$ cat src/rtl/core/bfs_ram.sv
// Generic single-write, single-read RAM with registered read data.
module bfs_ram #(
  parameter int WIDTH = 4,
  parameter int DEPTH = 16
) (
  input  logic                     clk,
  input  logic                     we,
  input  logic [$clog2(DEPTH)-1:0] waddr,
  input  logic [WIDTH-1:0]         wdata,
  input  logic                     re,
  input  logic [$clog2(DEPTH)-1:0] raddr,
  output logic [WIDTH-1:0]         rdata
);
  logic [WIDTH-1:0] mem [DEPTH];

  always_ff @(posedge clk) begin
    if (we) begin
      mem[waddr] <= wdata;
    end
    if (re) begin
      rdata <= mem[raddr];
    end
  end
endmodule

$ cat config.mk
export PLATFORM = sky130hd
export DESIGN_NAME = bfs_ram
export DESIGN_NICKNAME = d
export VERILOG_FILES = /design/src/rtl/core/bfs_ram.sv
export SDC_FILE = /design/constraint.sdc
export NUM_CORES = 1
export LEC_CHECK = 0
export ABC_AREA = 0
export BUFFER_PORTS_ARGS = -buffer_cell sky130_fd_sc_hd__buf_2
export CAP_MARGIN = 20
export CORE_ASPECT_RATIO = 0.7
export CORE_MARGIN = 3
export CORE_UTILIZATION = 57
export CTS_BUF_LIST = sky130_fd_sc_hd__clkbuf_4 sky130_fd_sc_hd__clkbuf_8
export DETAILED_ROUTE_END_ITERATION = 10
export GPL_TIMING_DRIVEN = 0
export PLACE_DENSITY = 0.72
export SLEW_MARGIN = 20
export SYNTH_ARGS = -nofsm -noshare
export SYNTH_HDL_FRONTEND = slang
export SYNTH_SLANG_ARGS = --single-unit
$ cat constraint.sdc
create_clock -name clk -period 1.9 [get_ports clk]
set_input_delay 0.19 -clock clk [delete_from_list [all_inputs] [get_ports clk]]
set_output_delay 0.19 -clock clk [all_outputs]
set_load 0.05 [all_outputs]
# [Word level (Yosys, flattened, before mapping)]
# Memory sizes are Yosys's and may differ from the RTL's. A register that Yosys moved wholly into a read port is not among the register bits.
# Index checks and enable logic that the tools add are counted.
# W data, S select, Z words.
[totals] mem_count=1 word_cells=3 register_bits=0 input_bits=15 ram_bits=64 output_inout_bits=4
[memory_table] name="mem" depth=16 width=4 read_ports=1 rd_clocked_by_memory_dff=1 wr=1 line_no="14" text="logic [WIDTH-1:0] mem [DEPTH];"
[op_classes] muxes=2
[op_table] operator="$mux W1" n=2

# [Longest topological paths before layout]
[logic_depth] ltp_word=2 ltp_mapped=5 ltp_nobuf=3

# [Worst setup path after synthesis]
# OpenSTA, ideal clock, no wires.
[synth_timing] path_kind="input -> register" from="input port raddr[1]" to="register rdata[1] (read register of mem) (data pin)" n_path_buf=2 stages=5 setup_ps=261 required_ps=1639 setup_slack_ps=504 t_arrival_ps=1134 path_cell_list="clkbuf_1 -> buf_2 -> mux4_2 -> a22oi_1 -> nand3_1"
[synth_lines] element="start, declared" line_no="11" text="input logic [$clog2(DEPTH)-1:0] raddr,"
[synth_lines] element="end, declared" line_no="12" text="output logic [WIDTH-1:0] rdata"

==> results.yml <==
synth:
  syn_avg_cell_area_um2: 20.8
  synthesis.nets: 145
  netlist_area_um2: 2710
  ys_types: 16
  yosysWarningCount: 0
  ys_ff_latch: 68
  synth_cells: 130
  seq_area_frac_synth_pct: 75.5
  yosysTopAreaCellShare_pct: 75.5
  synth_area_leaders: "edfxtp_1, mux4_1, nor2_1"
  yosys.area.top_type: "edfxtp_1"
cts:
  post_cts_buffers: 0
  cts_buffers: 9
  cts_buffer_depth: 2
  cts_tree: "yes"
  ctsHoldBuffers: 0
  path_clk_slew_ns: 0.07
  clk_latency_ns: 0.33
  htree_levels: 3
  root_buffer: "clkbuf_8"
  clock_sinks: 68
  post_cts_resize_count: 0
power_and_ir_drop:
  p_leak_nw: 1.02
  vdd_ir_drop_max_mv: 0.640
  power_density_nw_per_um2: 941
detailed_routing:
  drc: 0
  postRouteAntennaNets: 0
  wire_per_inst_um: 19.8
  drt_pass1_iterations: 4
  vias: 1285
  wl_mm: 4.29
  drt-initial-drc-count: 115
  vias_per_cell: 5.92
timing:
  max-slew-margin-rel_pct: 51.8
  finalHoldViolCount: 0
  tns_ns: 0
  period_needed_ns: 1.53
  fin_worst_skew_ns: 0.00602
  tightest_slew_ns: 0.718
  finalCritPeriodShare_pct: 80.6
  setup_viol: 0
  slew_violations: 0
  fmax_mhz: 653
  rsz0062_at_grt: "no"
place:
  numPortBuffers: 16
  placed_cells: 201
  dp_hpwl_mm: 2.99
  gp_congestion: 0.750
finish:
  drive_above_1_share_pct: 21.6
  fillers: 289
  fin_cells: 217
  syn2layout_area_growth_pct: 11.5
  multi_input_area_um2: 624
  diodes: 0
  seqCellArea_um2: 2040
  nets: 172
critical_path:
  critical-path-max-stage-delay_ns: 0.56
  cp.required_ns: 1.97
  crit_end: "rdata[0]"
  worstSetupStartpoint: "mem[2][0]"
  timing.rr.start: "mem[2][0]"
  cp.arrival_ns: 1.60
  path_cells: "mux4_1 > a22oi_1 > nand3_1"
  reg2regPathDepth: 3
  endpoint_kind: "register"
  path_class: "reg -> reg"
  cp_slowest_cell: "mux4_1"
  crit_fanout: 1
  ff2ff_setup_slack_ns: 0.37
  timing.rr.end: "rdata[0]"
  cp-start-kind: "register"
global_route:
  grt_max_degree: 17
  track_usage_pct: 17.4
  gr-total-overflow: 0
  antenna_found_initial: 0
  grt_pass1_vias: 1294
  grt_pass1_wl_mm: 6.73
floorplanning:
  core_area_um2: 4450
  num_rows: 20
  dieArea_um2: 5620
  start_util_pct: 60.8
  die_h_um: 63.7
  dieWidth_um: 88.4
  ios: 19
status:
  run_status: "completed"
job:
  cap_violations: 0
min_path:
  hp-class: "in -> reg"
state kept, by name, indices dropped and copies added (netlist names):
signal and flops:
mem 64, rdata 4
final cells by class:
class	count	area share (%)
plain buffers	4	1.33
clock inverters	4	0.539
repair buffers	16	2.65
well taps	55	2.28
multi-input cells	58	20.7
flip-flops and latches	68	67.7
clock buffers	12	4.85
routing by layer:
layer / track usage, % / part of all wire (%) / up-vias
met5: 0 / 0 / -
met4: 4.53 / 0.79 / 0
met3: 7.06 / 4.6 / 4
met2: 25.5 / 46 / 28
met1: 24.6 / 48 / 649
li1: - / - / 604
cell usage after synthesis:
| cell | n |
|---|---|
| a22oi_1 | 4 |
| buf_12 | 1 |
| buf_2 | 1 |
| buf_6 | 1 |
| clkbuf_1 | 1 |
| edfxtp_1 | 68 |
| mux4_1 | 14 |
| mux4_2 | 2 |
| nand2_1 | 5 |
| nand2b_1 | 2 |
| nand3_1 | 9 |
| nand3b_1 | 2 |
| nor2_1 | 13 |
| nor2b_1 | 2 |
| nor3_1 | 4 |
| or3b_2 | 1 |
worst max-delay path: cells and delay by family, from the launching register on:
kind,cells,cell delay (ns)
mux,1,0.56
flops,1,0.36
simple gates,1,0.11
compound gates,1,0.24
per-stage QoR:
step                      worst slack (ns)  hold WS (ns)  instance area (µm²)  utilization, %  total power, mW
after CTS                            0.365         0.110                 3020            67.8             2.86
after floorplan                      0.504         0.289                 2710               -             1.84
final                                0.369         0.116                 3020            67.8             2.84
after global routing                 0.322         0.112                 3020            67.8             2.95
after global placement               0.209         0.447                 2860            64.1             1.91
after detailed placement             0.180         0.457                 2860            64.1             1.91
how the worst min path moves through the flow:
stage,start,to,slack [ns],depth (start not counted)
5_1_grt,re,rdata[3],0.11,1
3_5_place_dp,re,rdata[3],0.46,1
4_1_cts,re,rdata[3],0.11,1
2_1_floorplan,wdata[0],mem[0][0],0.29,0
6_report,re,rdata[3],0.12,1
3_3_place_gp,re,rdata[3],0.45,1
logic make-up after synthesis:
| group | Yosys count | share of synthesized area (%) |
|---|---|---|
| DFF | 68 | 75.5 |
| and+or+nand+nor | 38 | 6.70 |
| muxes | 16 | 15.3 |
| AOI/OAI and AO/OA | 4 | 1.11 |
| buffers and inverters | 4 | 1.48 |
power breakdown:
group	internal (mW)	switching, mW
sequential	1.69	0.00683
combinational	0.0693	0.113
clock	0.502	0.459
total	2.26	0.579
cells in the final DEF (no fill, tap or decap):
| cell type | instances |
|---|---|
| a22oi_1 | 4 |
| buf_12 | 1 |
| buf_2 | 17 |
| buf_6 | 1 |
| clkbuf_1 | 1 |
| clkbuf_4 | 3 |
| clkbuf_8 | 9 |
| clkinv_1 | 3 |
| clkinv_2 | 1 |
| edfxtp_1 | 68 |
| mux4_1 | 14 |
| mux4_2 | 2 |
| nand2_1 | 5 |
| nand2b_1 | 2 |
| nand3_1 | 9 |
| nand3b_1 | 2 |
| nor2_1 | 13 |
| nor2b_1 | 2 |
| nor3_1 | 4 |
| or3b_2 | 1 |
Power figures use the tool's default switching activity.
